**config.mk**
```make
export PLATFORM = sky130hd
export DESIGN_NAME = kce_lane
export DESIGN_NICKNAME = d
export VERILOG_FILES = /design/src/rtl/kce_pkg.sv /design/src/rtl/kce_lane.sv
export SDC_FILE = /design/constraint.sdc
export NUM_CORES = 2
export LEC_CHECK = 0
export ABC_CLOCK_PERIOD_IN_PS = 10200
export BUFFER_PORTS_ARGS = -buffer_cell sky130_fd_sc_hd__buf_2
export CORE_MARGIN = 4
export CORE_UTILIZATION = 34
export CTS_CLUSTER_SIZE = 10
export DETAILED_ROUTE_END_ITERATION = 8
export PLACE_DENSITY = 0.49
export SLEW_MARGIN = 15
export SYNTH_ARGS = -nofsm -noshare
export SYNTH_HDL_FRONTEND = slang
export SYNTH_SLANG_ARGS = --single-unit
```
**constraint.sdc**
```tcl
create_clock -name aclk -period 10.2 [get_ports aclk]
set_input_delay 1.02 -clock aclk [delete_from_list [all_inputs] [get_ports aclk]]
set_output_delay 1.02 -clock aclk [all_outputs]
set_load 0.02 [all_outputs]
```
**src/rtl/kce_pkg.sv**
```systemverilog
// Package for the k-means clustering engine.
// Holds field widths, codes and defaults shared by all engine modules; no dependencies.
`default_nettype none
package kce_pkg;

    localparam int ATTRS          = 4;
    localparam int DIST_W         = 43;
    localparam logic [DIST_W-1:0] DIST_MAX = {DIST_W{1'b1}};

    localparam int DEF_MAX_POINTS   = 256;
    localparam int DEF_MAX_CLUSTERS = 8;
    localparam int DEF_COORD_WIDTH  = 16;

    localparam int KIND_W = 2;
    localparam logic [KIND_W-1:0] KIND_LOAD_POINT  = 2'd0;
    localparam logic [KIND_W-1:0] KIND_LOAD_CENTER = 2'd1;
    localparam logic [KIND_W-1:0] KIND_START       = 2'd2;

    localparam int REG_IDX_W = 2;
    localparam logic [REG_IDX_W-1:0] REG_MAX_ITER  = 2'd0;
    localparam logic [REG_IDX_W-1:0] REG_THRESHOLD = 2'd1;
    localparam logic [REG_IDX_W-1:0] REG_POINTS    = 2'd2;
    localparam logic [REG_IDX_W-1:0] REG_CLUSTERS  = 2'd3;

    localparam int SLOT_W   = 8;
    localparam int MAXIT_W  = 8;
    localparam int NPOINT_W = 9;
    localparam int NCLUST_W = 4;
    localparam int INDEX_W  = 3;
    localparam int MEMBER_W = 9;

    localparam logic [MAXIT_W-1:0]  RST_MAX_ITER = 8'd50;
    localparam logic [NPOINT_W-1:0] RST_POINTS   = 9'd150;
    localparam logic [NCLUST_W-1:0] RST_CLUSTERS = 4'd3;

endpackage
`default_nettype wire

```
**src/rtl/kce_lane.sv**
```systemverilog
// One distance lane: squared Euclidean distance from the current point to one center.
// Two register stages (squares, then sum). Uses kce_pkg.
`default_nettype none
module kce_lane
    import kce_pkg::*;
#(
    parameter int CW = DEF_COORD_WIDTH,
    parameter int DW = 2 * CW + 3
) (
    input  wire logic                 aclk,
    input  wire logic signed [CW-1:0] point  [ATTRS],
    input  wire logic signed [CW-1:0] center [ATTRS],
    output logic         [DW-1:0]     sq_dist
);
    localparam int SQW = 2 * CW + 1;

    logic signed [CW:0]      diff [ATTRS];
    logic signed [2*CW+1:0]  prod [ATTRS];
    logic        [SQW-1:0]   sq_reg [ATTRS];
    logic        [DW-1:0]    dist_reg;
    logic        [DW-1:0]    dist_next;

    always_comb begin
        for (int j = 0; j < ATTRS; j++) begin
            diff[j] = (CW+1)'(point[j]) - (CW+1)'(center[j]);
            prod[j] = diff[j] * diff[j];
        end
        dist_next = '0;
        for (int j = 0; j < ATTRS; j++) begin
            dist_next = dist_next + DW'(sq_reg[j]);
        end
    end

    always_ff @(posedge aclk) begin
        for (int j = 0; j < ATTRS; j++) begin
            sq_reg[j] <= prod[j][SQW-1:0];
        end
        dist_reg <= dist_next;
    end

    assign sq_dist = dist_reg;

endmodule
`default_nettype wire

```
==> run summary <==
library cell occupying the most area in the post-synthesis netlist = fa_1
CP required = 10.58 ns
Initial DRC Count = 1,498
Clock Skew = 0.0126 ns
wire length of the first global-routing pass = 193 mm
standard cell with the maximum stage delay on the critical path = fa_1
DR vias = 32,000
kind of end point of the critical path = flip-flop
kind of launch point of the worst setup path = input pin
number of port buffers = 163
number of cells traversed by the worst register-to-register path = 12
Maximum Capacitance Violations = 0
timing-limited maximum frequency = 108 MHz
final count of hold timing violations = 0
worst min path class = flip-flop to flip-flop
setup repair after global routing missed its margin = no
ys flop type = dfxtp_1
antenna violations before repair = 2
number of nets at the end of the flow = 6,850
final worst path period need = 9.27 ns
number of buffers inserted by hold repair at cts = 0
sequential element share of the synthesized area = 7.05%
Fill cells = 14,000
HPWL after detailed placement = 103 mm
clock tree from TritonCTS = done
DRC violation count after routing = 0
flip-flop and latch area = 3260 µm²
main area contributors after synthesis = fa_1 49%, inv_1 11%, ha_1 11%
Post-Syn Area per Cell = 9.27 µm²
flip-flop count of the largest register after layout = 128
Synth cell types = 84
antenna-violating nets left = 0
Die Footprint = 142,000 µm²
critical setup path kind = input pin to flip-flop
number of flops mapped to enable cells by yosys = 0
clock tree buffer depth = 2
final weighted congestion of routability-driven global placement = 0.852
final worst path period share = 90.8%
arrival time of data at the critical path endpoint = 9.64 ns
delay contributed by the slowest stage of the critical path = 0.70 ns
wire length after detailed routing = 118 mm
most common cell after layout, fill and taps aside = inv_1
vertical die dimension = 377 µm
# resized after CTS = 0
post-synth design cell area = 46,300 µm²
total routing resource utilization after global routing = 17.5%
Multi-input gate area = 37,300 µm²
Gate Count Post-Synth = 4,997
total count of max-transition violations in the final report = 0
ratio of cells with drive above 1 in the final layout = 6.79%
Slew HR = 30.1%
largest net degree at the start of global routing = 21
Post-CTS Setup Inserts = 0
detailed-router iteration count before antenna repair = 5
commonest non-fill, non-tap cells in the layout = 1,412 x inv_1, 1,125 x fa_1, 435 x nor2_1
final sum of negative setup slack = 0 ns
die width = 377 µm
crit path to = sq_reg[1][32]
Antenna diodes = 0
number of clock sinks seen by CTS = 163
Yosys Warn Count = 0
Critical Path Source = point[32]
CTS H-Tree Depth = 4
Crit Reg-Reg Endpoint = sq_dist[32]
clk slew on worst S/H paths = 0.08 ns
setup slack of the most critical reg-to-reg path = 5.34 ns
flip-flop and latch count after synthesis = 163
number of primary I/O pins = 164
Syn-to-layout area delta = 8.80%
total CTS buffers = 17
maximum fanout along the worst path = 8
Congestion Overflow GR = 0
core box area = 135,000 µm²
via count of the first global-routing pass = 35,100
wire length per cell after detailed routing = 16.9 µm
total of endpoints with negative setup slack in the final report = 0
area share of the largest cell type after synthesis = 48.6%
outcome = finished, final reports clean
clock latency on the worst-skew pair = 0.50 ns
site row count = 135
post-detailed-route via-to-cell ratio = 4.59
Critical Path Most Common Cell = fa_1
root buffer cell = clkbuf_16
origin of the critical flop-to-flop path = sq_reg[3][3]
async set-or-reset flop fraction in the synthesized netlist = 0%
Worst Tran Pin Value = 1.03 ns
initial core utilization = 34.2%
-- synth_stat cells (8+ instances only) --
| cell | n |
|---|---|
| o21bai_1 | 28 |
| nand4_1 | 9 |
| clkinv_1 | 9 |
| and2_1 | 21 |
| a21boi_0 | 8 |
| a21o_1 | 67 |
| nand3_1 | 42 |
| o31ai_1 | 12 |
| nor2b_1 | 16 |
| buf_2 | 10 |
| a211oi_1 | 10 |
| nor3_1 | 46 |
| nand2_1 | 408 |
| clkbuf_1 | 86 |
| fa_1 | 1125 |
| o211ai_1 | 18 |
| o21a_1 | 26 |
| or3_1 | 13 |
| dfxtp_1 | 163 |
| o21ai_1 | 12 |
| inv_2 | 14 |
| nand2b_1 | 19 |
| xnor2_1 | 171 |
| a21oi_1 | 152 |
| nor2_1 | 435 |
| inv_1 | 1412 |
| and3_1 | 18 |
| or2_2 | 13 |
| xor2_1 | 52 |
| ha_1 | 410 |
| o21ai_0 | 67 |
-- critical path: cells and delay by family --
family	cells	cell delay, ns
compound gates	9	2.09
simple gates	8	1.61
fa+ha+maj	9	4.38
buf+inv	5	0.56
-- per-layer routing --
metal	vias up	GRT usage, %	share of wire, %
li1	15100	-	-
met1	16200	23.7	45
met2	566	29.7	49
met3	93	2.83	4.8
met4	2	3.08	1.7
met5	-	0	0.011
-- worst min-delay path by stage --
stage | depth (start not counted) | startpoint | end
6_report | 1 | sq_reg[0][0] | sq_dist[0]
5_1_grt | 1 | sq_reg[0][0] | sq_dist[0]
4_1_cts | 1 | sq_reg[0][0] | sq_dist[0]
3_5_place_dp | 1 | sq_reg[0][0] | sq_dist[0]
3_3_place_gp | 1 | sq_reg[0][0] | sq_dist[0]
2_1_floorplan | 1 | sq_reg[0][0] | sq_dist[0]
-- area by class of cell --
cell class                 instances  share of cell area, %
multi-input combinational       3304                   74.1
inverter                        1435                   10.7
sequential                       163                   6.48
tap                             1781                   4.42
timing repair buffer             265                   3.14
clock buffer                      17                  0.844
clock inverter                    15                  0.367
-- cells by family after synthesis --
group,synth area share (%)
adders and majority gates,59.7
and+or+nand+nor,9.51
other,0.0162
muxes,0.135
DFF,7.05
xor gates and xnor gates,4.29
AOI/OAI and AO/OA,6.87
buffers and inverters,12.4
-- per-stage QoR --
step / std cells / hold slack, ns / utilization [%] / setup slack [ns] / cell area (µm²)
global route: 6980 / 0.508 / 37.2 / 0.494 / 50400
global placement: 6948 / 0.467 / 36.7 / 0.519 / 49800
detailed placement: 6948 / 0.473 / 36.7 / 0.430 / 49800
floorplan: 4998 / 0.432 / - / 1.35 / 46300
finish: 6980 / 0.489 / 37.2 / 0.934 / 50400
CTS: 6980 / 0.492 / 37.2 / 0.926 / 50400
Power is left out: the tool's default activity adds up to more than one toggle a clock period on the data nets, which glitch-free logic cannot reach.
