===== src/rtl/kce_pkg.sv =====
// Package for the k-means clustering engine.
// Holds field widths, codes and defaults shared by all engine modules; no dependencies.
`default_nettype none
package kce_pkg;

    localparam int ATTRS          = 4;
    localparam int DIST_W         = 43;
    localparam logic [DIST_W-1:0] DIST_MAX = {DIST_W{1'b1}};

    localparam int DEF_MAX_POINTS   = 256;
    localparam int DEF_MAX_CLUSTERS = 8;
    localparam int DEF_COORD_WIDTH  = 16;

    localparam int KIND_W = 2;
    localparam logic [KIND_W-1:0] KIND_LOAD_POINT  = 2'd0;
    localparam logic [KIND_W-1:0] KIND_LOAD_CENTER = 2'd1;
    localparam logic [KIND_W-1:0] KIND_START       = 2'd2;

    localparam int REG_IDX_W = 2;
    localparam logic [REG_IDX_W-1:0] REG_MAX_ITER  = 2'd0;
    localparam logic [REG_IDX_W-1:0] REG_THRESHOLD = 2'd1;
    localparam logic [REG_IDX_W-1:0] REG_POINTS    = 2'd2;
    localparam logic [REG_IDX_W-1:0] REG_CLUSTERS  = 2'd3;

    localparam int SLOT_W   = 8;
    localparam int MAXIT_W  = 8;
    localparam int NPOINT_W = 9;
    localparam int NCLUST_W = 4;
    localparam int INDEX_W  = 3;
    localparam int MEMBER_W = 9;

    localparam logic [MAXIT_W-1:0]  RST_MAX_ITER = 8'd50;
    localparam logic [NPOINT_W-1:0] RST_POINTS   = 9'd150;
    localparam logic [NCLUST_W-1:0] RST_CLUSTERS = 4'd3;

endpackage
`default_nettype wire


===== src/rtl/kce_merge.sv =====
// Merging stage: registered minimum tree over the lane distances, ties to the lower index.
// Lanes at or above the active cluster count are masked out. Uses kce_pkg.
`default_nettype none
module kce_merge
    import kce_pkg::*;
#(
    parameter int LANES = DEF_MAX_CLUSTERS,
    parameter int DW    = 2 * DEF_COORD_WIDTH + 3,
    parameter int KW    = (LANES > 1) ? $clog2(LANES) : 1,
    parameter int KCW   = $clog2(LANES + 1)
) (
    input  wire logic           aclk,
    input  wire logic [DW-1:0]  lane_dist [LANES],
    input  wire logic [KCW-1:0] active,
    output logic      [KW-1:0]  best_idx,
    output logic      [DW-1:0]  best_dist
);
    localparam int LV = (LANES > 1) ? $clog2(LANES) : 0;
    localparam int P  = 1 << LV;
    localparam int N  = 2 * P - 1;

    logic          node_v [N];
    logic [DW-1:0] node_d [N];
    logic [KW-1:0] node_i [N];
    logic          take_left;
    logic [KW-1:0] best_idx_reg;
    logic [DW-1:0] best_dist_reg;

    always_comb begin
        take_left = 1'b0;
        for (int i = 0; i < P; i++) begin
            if (i < LANES) begin
                node_v[P-1+i] = (i < int'(active));
                node_d[P-1+i] = lane_dist[i];
            end else begin
                node_v[P-1+i] = 1'b0;
                node_d[P-1+i] = '0;
            end
            node_i[P-1+i] = KW'(i);
        end
        for (int n = P - 2; n >= 0; n--) begin
            take_left = node_v[2*n+1] &&
                        (!node_v[2*n+2] || (node_d[2*n+1] <= node_d[2*n+2]));
            node_v[n] = node_v[2*n+1] || node_v[2*n+2];
            node_d[n] = take_left ? node_d[2*n+1] : node_d[2*n+2];
            node_i[n] = take_left ? node_i[2*n+1] : node_i[2*n+2];
        end
    end

    always_ff @(posedge aclk) begin
        best_idx_reg  <= node_i[0];
        best_dist_reg <= node_d[0];
    end

    assign best_idx  = best_idx_reg;
    assign best_dist = best_dist_reg;

endmodule
`default_nettype wire


===== config.mk =====
export PLATFORM = sky130hd
export DESIGN_NAME = kce_merge
export DESIGN_NICKNAME = d
export VERILOG_FILES = /design/src/rtl/kce_pkg.sv /design/src/rtl/kce_merge.sv
export SDC_FILE = /design/constraint.sdc
export NUM_CORES = 1
export LEC_CHECK = 0
export BUFFER_PORTS_ARGS = -buffer_cell sky130_fd_sc_hd__buf_4
export CAP_MARGIN = 15
export CORE_UTILIZATION = 55
export CTS_CLUSTER_DIAMETER = 80
export CTS_CLUSTER_SIZE = 14
export DETAILED_ROUTE_END_ITERATION = 7
export HOLD_SLACK_MARGIN = 0.02
export PLACE_DENSITY = 0.84
export SYNTH_ARGS = -nofsm -noshare
export SYNTH_HDL_FRONTEND = slang
export SYNTH_SLANG_ARGS = --single-unit

===== constraint.sdc =====
create_clock -name aclk -period 10.42 [get_ports aclk]
set_input_delay 2.084 -clock aclk [delete_from_list [all_inputs] [get_ports aclk]]
set_output_delay 2.084 -clock aclk [all_outputs]
set_load 0.01 [all_outputs]

==> results.rst <==
.. list-table::
   :header-rows: 1

   * - Metric
     - Value
   * - Status
     - finished clean
   * - Initial antenna violation count
     - 1
   * - Non-filler cells, final
     - 2002
   * - Hold Path Stages
     - 3
   * - Starting Density
     - 0.562
   * - Post-route DRC
     - 0
   * - Detailed-routing iteration count for the pre-antenna-repair pass
     - 5
   * - Site row count
     - 51
   * - Number of clock buffers inserted by TritonCTS
     - 5
   * - Post-place setup slack
     - 805 ps
   * - Post-synthesis cell area
     - 11000 sq um
   * - Area of combinational cells with multiple inputs
     - 9250 sq um
   * - Routed length per placed instance
     - 19.1 um
   * - Kind of path behind the tightest hold check
     - in2reg
   * - Top cells by count, synth
     - 245 x ha_1, 188 x inv_1, 106 x a21o_1
   * - Main synth FF type
     - dfxtp_1
   * - Die Footprint
     - 20500 sq um
   * - Vias in the first global route
     - 11300
   * - Max-slew violation count
     - 0
   * - Sequential element share of the synthesized area
     - 0.0693
   * - Number of max-cap violations
     - 0
   * - Largest net degree at the start of global routing
     - 73
   * - Worst Path Class, Setup
     - in2reg
   * - Worst-path maximum fanout
     - 71
   * - Static leakage power
     - 7.47 nW
   * - Cell type with the largest total area after synthesis
     - ha_1
   * - Hold bufs inserted after CTS
     - 0
   * - Wire length of the first global-routing pass
     - 58200 um
   * - Clk Tree Root Cell
     - clkbuf_16
   * - Placeable core region
     - 19500 sq um
   * - Number of primary I/O pins
     - 323
   * - Post-synthesis net count
     - 1989
   * - Setup repair bufs after CTS
     - 0
   * - Setup repair after global routing missed its margin
     - false
   * - Worst-margin pin slew
     - 724 ps
   * - Number of enable-type register cells in the synthesized netlist
     - 0
   * - Top-count cell post-synth
     - ha_1
   * - Critical-path cell with the highest stage delay
     - nor4_1
   * - Clock slew seen by the registers of the worst setup and hold paths
     - 60 ps
   * - TritonCTS clock tree
     - done
   * - Slowest Stage Delay on Critical Path
     - 540 ps
   * - Synthesized flop and latch total
     - 38
   * - Violation count after the first detailed-routing iteration
     - 1226
   * - Number of synthesis warnings
     - 0
   * - Detailed-route via count
     - 12300
   * - Gr usage total
     - 0.364
   * - Share of the clock period used by the worst path
     - 0.905
   * - Routability cong.
     - 0.952
   * - H-tree levels
     - 2
   * - Total power divided by cell area
     - 119 nW/um^2
   * - Post-cts resize count
     - 0
   * - Critical Path Most Common Cell
     - nor4_1
   * - Crit path time final
     - 9430 ps
   * - Arrival @ worst endpoint
     - 9620 ps
   * - Remaining max-slew budget at the tightest pin
     - 0.517
   * - Post-route cell area
     - 13800 sq um
   * - Clk sink count
     - 38
   * - Setup violation total in the final timing report
     - 0
   * - Gate count of the mapped netlist
     - 1459
   * - Portion of synthesized cell area occupied by the leading cell type
     - 0.279
   * - Required time at the worst-slack endpoint
     - 10610 ps
   * - Number of buffer cells added on primary ports
     - 322
   * - Vias/cell
     - 6.14
   * - Max FFs per register
     - 35
   * - Count of unique library cells instantiated by Yosys
     - 58
   * - Post-detailed-placement half-perimeter wirelength
     - 32800 um
   * - Area Growth Syn to Fin
     - 25.4%
   * - Max clock buf depth
     - 2
   * - Post-detailed-routing wire length
     - 38100 um
   * - Overflow after GRT
     - 0
   * - Share of cells above drive strength 1
     - 0.228
   * - Number of fill cells
     - 1675
   * - Peak ir drop on the vdd network
     - 97.3 uV
   * - Avg Inst Size Synth
     - 7.52 sq um
   * - Highest clock frequency the design can meet
     - 106 MHz
   * - Die outline height
     - 143 um
   * - Placed inst area
     - 13600 sq um
   * - Total placed cells including tap cells
     - 1992
   * - Final setup margin
     - 991 ps
   * - Startpoint type of the worst setup path
     - input pin
   * - Floorplan die width
     - 143 um
   * - Worst Min Path Start
     - lane_dist[235]
   * - Antenna violation net count after detailed routing
     - 0
   * - Area contributors post-synth
     - ha_1 28%, a21o_1 7.3%, dfxtp_1 6.9%
   * - Fraction of registers with async set/reset
     - 0
   * - Net total in the final layout
     - 2266
   * - Final Total Pwr
     - 0.00164 W
   * - CP endpoint kind
     - register
   * - Register area
     - 761 sq um
   * - Hold EP
     - best_dist[25]
   * - Final-layout setup total negative slack
     - 0 ps
   * - Final hold vios
     - 0
[worst max-delay path: cells and delay by family]
kind / cells / cell delay (ps)
buffers and inverters: 5 / 1080
and+or+nand+nor: 13 / 3490
AOI/OAI and AO/OA: 9 / 1990
adders and majority gates: 3 / 910
[cells by family after synthesis]
family,after synthesis,synth area share
compound gates,423,0.270
simple gates,391,0.184
buf+inv,253,0.0909
fa+ha+maj,245,0.279
mux,109,0.107
flops,38,0.0693
[layer usage]
metal,GRT usage,part of all wire,up-vias
li1,-,-,5941
met1,0.520,0.46,5605
met2,0.565,0.42,674
met3,0.0396,0.096,67
met4,0.118,0.028,0
met5,0,0,-
[cell usage in the layout, fill, tap and decap left out, types with 10 or more instances in the layout]
cell / Yosys / layout
nand2_1: 48 / 44
o21ai_0: 70 / 70
o2111ai_1: 35 / 35
nand4_1: 51 / 51
inv_1: 188 / 188
and2_1: 39 / 39
nor3_1: 10 / 10
a211o_1: 35 / 35
mux2i_1: 73 / 73
ha_1: 245 / 245
nor2_1: 87 / 87
and3_1: 37 / 37
dfxtp_1: 38 / 38
mux2_2: 26 / 26
a21o_1: 106 / 106
nand3_1: 87 / 87
a21boi_0: 36 / 36
buf_4: 1 / 331
a21oi_1: 87 / 87
[worst max path at each step]
stage	start	end	slack, ps	cells past startpoint
6_report	lane_dist[33]	best_dist[30]	990	30
5_1_grt	lane_dist[33]	best_dist[7]	350	30
4_1_cts	lane_dist[33]	best_dist[7]	1090	30
3_5_place_dp	lane_dist[33]	best_dist[7]	810	30
3_3_place_gp	lane_dist[33]	best_dist[12]	950	30
2_1_floorplan	lane_dist[164]	best_dist[0]	1890	29
[through the flow]
step | hold WS (ps) | util
after detailed placement | 2470 | 0.695
after CTS | 2230 | 0.702
after global placement | 2470 | 0.695
after global routing | 2250 | 0.705
after floorplan | 2360 | -
final | 2250 | 0.705
[final cells by class]
type | count | area share
Clock buffer | 5 | 0.00909
Inverter | 188 | 0.0513
Tap cell | 265 | 0.0241
Timing Repair Buffer | 335 | 0.187
Antenna cell | 1 | 0.000182
Clock inverter | 2 | 0.00109
Sequential cell | 38 | 0.0553
Multi-Input combinational cell | 1168 | 0.672
[power breakdown]
group	total (W)	leakage, nW	switching (W)	internal (W)
combinational	0.00123	7.08	0.000678	0.000548
clock	0.000149	0.0619	0.0000618	0.0000873
sequential	0.000268	0.320	0.0000443	0.000223
No activity file was read; power rests on OpenSTA's default activity.
