File: src/rtl/kce_pkg.sv
// Package for the k-means clustering engine.
// Holds field widths, codes and defaults shared by all engine modules; no dependencies.
`default_nettype none
package kce_pkg;

    localparam int ATTRS          = 4;
    localparam int DIST_W         = 43;
    localparam logic [DIST_W-1:0] DIST_MAX = {DIST_W{1'b1}};

    localparam int DEF_MAX_POINTS   = 256;
    localparam int DEF_MAX_CLUSTERS = 8;
    localparam int DEF_COORD_WIDTH  = 16;

    localparam int KIND_W = 2;
    localparam logic [KIND_W-1:0] KIND_LOAD_POINT  = 2'd0;
    localparam logic [KIND_W-1:0] KIND_LOAD_CENTER = 2'd1;
    localparam logic [KIND_W-1:0] KIND_START       = 2'd2;

    localparam int REG_IDX_W = 2;
    localparam logic [REG_IDX_W-1:0] REG_MAX_ITER  = 2'd0;
    localparam logic [REG_IDX_W-1:0] REG_THRESHOLD = 2'd1;
    localparam logic [REG_IDX_W-1:0] REG_POINTS    = 2'd2;
    localparam logic [REG_IDX_W-1:0] REG_CLUSTERS  = 2'd3;

    localparam int SLOT_W   = 8;
    localparam int MAXIT_W  = 8;
    localparam int NPOINT_W = 9;
    localparam int NCLUST_W = 4;
    localparam int INDEX_W  = 3;
    localparam int MEMBER_W = 9;

    localparam logic [MAXIT_W-1:0]  RST_MAX_ITER = 8'd50;
    localparam logic [NPOINT_W-1:0] RST_POINTS   = 9'd150;
    localparam logic [NCLUST_W-1:0] RST_CLUSTERS = 4'd3;

endpackage
`default_nettype wire

File: src/rtl/kce_div.sv
// Iterative signed-by-unsigned divider, one quotient bit per cycle, truncating toward zero.
// Used for the center update. Uses kce_pkg.
`default_nettype none
module kce_div
    import kce_pkg::*;
#(
    parameter int NW  = 24,
    parameter int DVW = 9
) (
    input  wire logic                 aclk,
    input  wire logic                 aresetn,
    input  wire logic                 start,
    input  wire logic signed [NW-1:0] dividend,
    input  wire logic        [DVW-1:0] divisor,
    output logic                      done,
    output logic signed [NW-1:0]      quotient
);
    localparam int CNW = $clog2(NW + 1);

    logic           busy_reg, busy_next;
    logic           done_reg, done_next;
    logic [CNW-1:0] cnt_reg, cnt_next;
    logic [NW-1:0]  num_reg, num_next;
    logic [DVW:0]   rem_reg, rem_next;
    logic [DVW-1:0] dvs_reg, dvs_next;
    logic           neg_reg, neg_next;
    logic [DVW:0]   rem_sh;

    always_comb begin
        busy_next = busy_reg;
        done_next = 1'b0;
        cnt_next  = cnt_reg;
        num_next  = num_reg;
        rem_next  = rem_reg;
        dvs_next  = dvs_reg;
        neg_next  = neg_reg;
        rem_sh    = {rem_reg[DVW-1:0], num_reg[NW-1]};
        if (start) begin
            busy_next = 1'b1;
            cnt_next  = '0;
            neg_next  = dividend[NW-1];
            num_next  = dividend[NW-1] ? NW'(-dividend) : NW'(dividend);
            rem_next  = '0;
            dvs_next  = divisor;
        end else if (busy_reg) begin
            if (rem_sh >= {1'b0, dvs_reg}) begin
                rem_next = rem_sh - {1'b0, dvs_reg};
                num_next = {num_reg[NW-2:0], 1'b1};
            end else begin
                rem_next = rem_sh;
                num_next = {num_reg[NW-2:0], 1'b0};
            end
            cnt_next = cnt_reg + 1'b1;
            if (cnt_reg == CNW'(NW - 1)) begin
                busy_next = 1'b0;
                done_next = 1'b1;
            end
        end
    end

    always_ff @(posedge aclk) begin
        if (!aresetn) begin
            busy_reg <= 1'b0;
            done_reg <= 1'b0;
        end else begin
            busy_reg <= busy_next;
            done_reg <= done_next;
        end
        cnt_reg <= cnt_next;
        num_reg <= num_next;
        rem_reg <= rem_next;
        dvs_reg <= dvs_next;
        neg_reg <= neg_next;
    end

    assign done     = done_reg;
    assign quotient = neg_reg ? -$signed(num_reg) : $signed(num_reg);

endmodule
`default_nettype wire

File: config.mk
export PLATFORM = sky130hd
export DESIGN_NAME = kce_div
export DESIGN_NICKNAME = d
export VERILOG_FILES = /design/src/rtl/kce_pkg.sv /design/src/rtl/kce_div.sv
export SDC_FILE = /design/constraint.sdc
export NUM_CORES = 1
export LEC_CHECK = 0
export ABC_AREA = 1
export BUFFER_PORTS_ARGS = -buffer_cell sky130_fd_sc_hd__buf_2
export CAP_MARGIN = 20
export CORE_UTILIZATION = 59
export DETAILED_ROUTE_END_ITERATION = 8
export GPL_TIMING_DRIVEN = 0
export HOLD_SLACK_MARGIN = 0.15
export PLACE_DENSITY = 0.85
export SYNTH_ARGS = -nofsm -noshare
export SYNTH_HDL_FRONTEND = slang
export SYNTH_SLANG_ARGS = --single-unit
File: constraint.sdc
create_clock -name aclk -period 5.8 [get_ports aclk]
set_input_delay 0.58 -clock aclk [delete_from_list [all_inputs] [get_ports aclk]]
set_output_delay 0.58 -clock aclk [all_outputs]
set_load 0.05 [all_outputs]
==> results.py, run 1 <==
metrics = {
    "cells_and_area": {
        "final_core_util": 0.709,
        "nets": 665,
        "largest_reg_flops": 24,
        "final_cell_mix": "nand2_1 (162), inv_1 (69), buf_2 (63), nand3_1 (56), nor2_1 (51)",
        "syn2layout_area_growth_pct": 12.8,
        "diodes": 0,
        "fin_cells": 692,
        "nFillCells": 525,
        "layout_commonest_cell": "nand2_1",
        "drive_above_1_share": 0.162,
    },
    "outcome": {
        "status": "finished, final reports clean",
    },
    "setup_path": {
        "cp-start-kind": "register",
        "end_kind": "output port",
        "r2r-start": "num_reg[23]",
        "rr_endpoint": "num_reg[0]",
        "rrSetupSlack_ns": 3.55,
        "path_max_fanout": 5,
        "arrival_ns": 2.39,
        "path_class": "reg -> out",
        "reg2reg_depth": 12,
        "critical_path_required_ns": 5.22,
    },
    "clock_tree": {
        "numCtsBuffers": 5,
        "htree_levels": 2,
        "cts.clk_slew.worst_paths_ns": 0.11,
        "cts-root-buf": "clkbuf_8",
        "ctsHoldBuffers": 0,
        "clk-insertion-delay-late_ns": 0.32,
        "cts_resized": 0,
        "clockBufferDepth": 2,
        "cts_sinks": 50,
        "cts_tree": "done",
        "post_cts_buffers": 0,
    },
    "detailed_routing": {
        "avgRoutedWirePerCell_um": 14.8,
        "totalWireLength_um": 10200,
        "drtPass1Iterations": 5,
        "antenna_left": 0,
        "drt-initial-drc-count": 322,
        "drc_errors": 0,
        "vias_per_cell": 5.69,
        "routed-via-count": 3938,
    },
    "worst_hold_path": {
        "hold_path_class": "in -> reg",
        "worstHoldEndpoint": "dvs_reg[5]",
        "holdCritStartpoint": "divisor[5]",
        "whs_path_depth": 1,
    },
    "timing": {
        "slew_headroom": 0.337,
        "min_period_over_period": 0.512,
        "slew_viol_final": 0,
        "fin_tns_setup_ns": 0,
        "period_needed_ns": 2.97,
        "fmax_mhz": 337,
        "hold_violations": 0,
        "rsz0062_at_grt": "no",
        "setup-violations-final": 0,
        "fin_skew_ns": 0.0134,
        "worst_slew_pin_slew_ns": 0.994,
    },
    "floorplan": {
        "die_area_um2": 6820,
        "die_h_um": 82.6,
        "die_x_um": 82.6,
        "core_um2": 6100,
        "ioPinCount": 61,
        "fp-row-count": 28,
        "initial_core_util": 0.629,
    },
    "pwr": {
        "p_leak_nw": 2.12,
        "p_sw_frac": 0.413,
        "p_sw_mw": 0.423,
        "internal-power_mw": 0.601,
        "power_density_nw_per_um2": 237,
        "p_seq_frac": 0.430,
        "clkPwrFrac": 0.219,
        "combinationalPowerShare": 0.351,
        "peakVddDrop_v": 0.000155,
    },
    "synth": {
        "ys_ff_latch": 50,
        "synthCells": 549,
        "synth_area_leaders": "edfxtp_1 (27%), nand2_1 (16%), dfxtp_1 (8.4%), nand3_1 (7.3%), inv_1 (6.8%)",
        "synth_top_area_share": 0.266,
        "synth.distinct_cells": 34,
        "synth_area_leader_cell": "edfxtp_1",
        "ys_warn_count": 0,
        "syn_area_um2": 3830,
        "ys_seq_area_frac": 0.350,
        "synth_fp_nets": 598,
        "syn_avg_cell_area_um2": 6.98,
    },
    "grt": {
        "grt_pass1_wl_um": 15900,
        "antenna_found_initial": 0,
        "grt_remaining_overflow": 0,
        "grt_max_degree": 26,
        "grt_usage": 0.310,
        "grt_pass1_vias": 3524,
    },
    "placement": {
        "place_inst": 684,
        "numPortBuffers": 60,
        "gp_congestion": 0.913,
        "dp_hpwl_um": 7890,
    },
    "run": {
        "maxCapViolations": 0,
    },
}
[Yosys cell counts]
master	count
a21oi_1	10
a21oi_2	1
a31oi_1	2
buf_2	3
buf_4	2
clkbuf_1	7
clkinv_1	1
dfxtp_1	16
edfxtp_1	34
fa_1	1
ha_1	12
inv_1	69
inv_2	2
nand2_1	162
nand2_2	4
nand2_4	2
nand3_1	56
nand3_2	3
nand3b_1	13
nand4_1	10
nor2_1	51
nor2_2	7
nor2_4	3
nor3_1	6
nor3_2	3
nor4_1	1
o211ai_1	2
o21ai_0	27
o21ai_1	4
o21ai_2	2
o22ai_1	4
or2_0	2
xnor2_1	3
xor2_1	24
[layout make-up]
class | instances | area, um^2 | area share
repair buffers | 60 | 300 | 0.0694
multi-input cells | 415 | 2160 | 0.501
plain buffers | 12 | 56.3 | 0.0130
well taps | 75 | 93.8 | 0.0217
inverters | 72 | 270 | 0.0625
flip-flops and latches | 50 | 1340 | 0.310
clock buffers | 5 | 68.8 | 0.0159
clock inverters | 3 | 28.8 | 0.00666
[power groups by stage]
stage | logic [mW] | clock network (mW) | registers, mW
after floorplan | 0.264 | 0 | 0.440
after global placement | 0.346 | 0 | 0.446
after detailed placement | 0.354 | 0 | 0.447
after CTS | 0.356 | 0.225 | 0.439
after global routing | 0.387 | 0.238 | 0.444
final | 0.359 | 0.224 | 0.440
[routing by layer]
metal	GRT usage	wire length, um
met5	0	0
met4	0.0862	166
met3	0.0330	665
met2	0.546	4980
met1	0.400	4430
[how the worst max path moves through the flow]
stage,startpoint,endpoint
CTS,num_reg[0],quotient[16]
detailed placement,num_reg[0],quotient[16]
floorplan,neg_reg,quotient[1]
global placement,num_reg[0],quotient[16]
global route,num_reg[0],quotient[16]
finish,num_reg[0],quotient[16]
[logic make-up after synthesis]
family | synth area share
buf+inv | 0.0852
fa+ha+maj | 0.0444
simple gates | 0.385
flops | 0.350
compound gates | 0.0741
xor+xnor | 0.0617
[critical path, cell delays in order (launching register included)]
cell	delay (ns)
edfxtp_1	0.44
inv_1	0.17
ha_1	0.20
inv_1	0.11
nor3_2	0.28
inv_1	0.07
nor2_1	0.15
nand2_1	0.12
xor2_1	0.14
nand2_1	0.06
o21ai_1	0.07
buf_2	0.27
[per-stage QoR]
step | power, mW | worst slack [ns] | hold slack, ns | area, um^2
after CTS | 1.02 | 2.87 | 0.427 | 4320
after floorplan | 0.704 | 3.34 | 0.423 | 3830
after detailed placement | 0.801 | 3.23 | 0.461 | 4230
after global placement | 0.792 | 3.28 | 0.441 | 4230
final | 1.02 | 2.83 | 0.432 | 4320
after global routing | 1.07 | 2.68 | 0.414 | 4320
Power figures use the tool's default switching activity.
==> inputs of run 2 (changes only) <==
CORE_UTILIZATION = 58   (was 59)
PLACE_DENSITY = 0.83   (was 0.85)
clock period = 2.9 ns   (was 5.8 ns; I/O delays follow)
==> run 2 against run 1 <==
Utilization is 1.4 points lower. Count of clock-buffer cells in the layout did not move. Via count fell by 1.0%. Flip-flop and latch count unchanged. Cell count up 1.3%. Highest routed layer unchanged.
==> results.py, run 2 (same netlist as run 1, synthesis figures left out) <==
metrics = {
    "outcome": {
        "status": "finished, final reports clean",
    },
    "detailed_routing": {
        "wl_met2_um": 4940,
        "avgRoutedWirePerCell_um": 14.3,
        "drt-initial-drc-count": 266,
        "routed-via-count": 3898,
        "vias_per_cell": 5.56,
        "antenna_left": 0,
        "routed.top_layer": "met4",
        "wl_met1_um": 4170,
        "drtPass1Iterations": 5,
        "wl_met3_um": 668,
        "drc_errors": 0,
        "totalWireLength_um": 10000,
    },
    "timing": {
        "period_needed_ns": 2.64,
        "worst_slew_pin_slew_ns": 0.927,
        "fin_tns_setup_ns": 0,
        "rsz0062_at_grt": "no",
        "setup-violations-final": 0,
        "slew_viol_final": 0,
        "slew_headroom": 0.381,
        "fin_skew_ns": 0.0107,
        "fmax_mhz": 379,
        "min_period_over_period": 0.909,
        "hold_violations": 0,
    },
    "placement": {
        "placed_cell_area_um2": 4230,
        "dp_hpwl_um": 7680,
        "numPortBuffers": 60,
        "gp_congestion": 0.927,
    },
    "pwr": {
        "clkPwrFrac": 0.244,
        "combinationalPowerShare": 0.341,
        "internal-power_mw": 1.29,
        "p_sw_mw": 0.830,
        "power_density_nw_per_um2": 480,
        "p_seq_frac": 0.415,
        "p_leak_nw": 2.16,
        "peakVddDrop_v": 0.000295,
        "p_sw_frac": 0.391,
    },
    "cells_and_area": {
        "diodes": 0,
        "final_core_util": 0.695,
        "nets": 672,
        "largest_reg_flops": 24,
        "drive_above_1_share": 0.160,
        "final_area_um2": 4420,
        "syn2layout_area_growth_pct": 15.2,
        "final_cell_mix": "nand2_1 (162), inv_1 (69), buf_2 (63), nand3_1 (56), nor2_1 (51)",
        "layout_commonest_cell": "nand2_1",
    },
    "setup_path": {
        "crit_chain": "inv_1 -> ha_1 -> inv_1 -> nor3_2 -> inv_1 -> nor2_1 -> nand2_1 -> xor2_1 -> nand2_1 -> o21ai_1 -> buf_2",
        "critical_path_required_ns": 2.61,
        "path_max_fanout": 5,
        "crit_path_max_incr_delay_ns": 0.43,
        "arrival_ns": 2.35,
        "cp-start-kind": "register",
        "cp_slowest_cell": "edfxtp_1",
        "crit_top_cell": "inv_1",
        "end_kind": "output port",
        "path_class": "reg -> out",
    },
    "floorplan": {
        "core_um2": 6350,
        "fp-row-count": 29,
        "die_h_um": 83.3,
        "initial_core_util": 0.604,
        "die_area_um2": 6940,
        "die_x_um": 83.3,
        "ioPinCount": 61,
    },
    "clock_tree": {
        "clockBufferDepth": 2,
        "cts_sinks": 50,
        "cts-root-buf": "clkbuf_8",
        "clk-insertion-delay-late_ns": 0.32,
        "htree_levels": 2,
        "cts.clk_slew.worst_paths_ns": 0.09,
        "post_cts_buffers": 0,
        "numCtsBuffers": 5,
        "cts_tree": "done",
    },
    "grt": {
        "grt_pass1_vias": 3693,
        "grt_remaining_overflow": 0,
        "grt_max_degree": 26,
        "antenna_found_initial": 0,
        "grt_pass1_wl_um": 16700,
        "grt_usage": 0.299,
    },
    "worst_hold_path": {
        "hold_path_class": "in -> reg",
    },
    "run": {
        "maxCapViolations": 0,
    },
}
[run 2: final cells by class]
| type | count | area (um^2) |
|---|---|---|
| multi-input cells | 415 | 2160 |
| fillers | 526 | 1930 |
| flip-flops and latches | 50 | 1340 |
| repair buffers | 67 | 370 |
| inverters | 72 | 270 |
| well taps | 77 | 96.3 |
| clock buffers | 5 | 68.8 |
| plain buffers | 12 | 56.3 |
| clock inverters | 3 | 47.5 |
[run 2: critical path: cells and delay by family (launching register included)]
family,cells,cell delay [ns]
compound gates,1,0.07
xor+xnor,1,0.14
fa+ha+maj,1,0.23
simple gates,4,0.56
flops,1,0.43
buf+inv,4,0.61
[run 2: final timing paths]
kind	start	endpoint	slack, ns	cells past startpoint
setup / recovery	num_reg[0]	quotient[16]	0.26	11
hold / removal	divisor[0]	dvs_reg[0]	0.16	1
setup reg to reg	num_reg[23]	num_reg[0]	0.67	12
hold reg to reg	cnt_reg[4]	cnt_reg[4]	0.48	1
[run 2: timing repair]
item / in CTS / in global routing
gates resized for setup: 0 / 0
hold buffers: 5 / 2
hold endpoints to repair: 5 / 2
[run 2: per-stage QoR]
step	worst slack, ns	power, mW	hold slack, ns	std cells
finish	0.262	2.12	0.155	701
global placement	0.693	1.58	0.441	686
CTS	0.283	2.11	0.161	699
detailed placement	0.656	1.60	0.453	686
floorplan	0.725	1.41	0.389	549
global route	0.0685	2.22	0.150	701
[run 2: power by group through the flow]
stage               registers (mW)  clock network (mW)  logic, mW
finish                       0.880               0.517      0.723
global route                 0.887               0.548      0.781
CTS                          0.878               0.518      0.715
detailed placement           0.894                   0      0.704
global placement             0.891                   0      0.692
floorplan                    0.880                   0      0.528
[run 2: per-layer routing]
| metal | GRT usage | up-vias |
|---|---|---|
| met5 | 0 | - |
| met4 | 0.108 | 0 |
| met2 | 0.519 | 158 |
| li1 | - | 1934 |
| met3 | 0.0437 | 25 |
| met1 | 0.377 | 1781 |
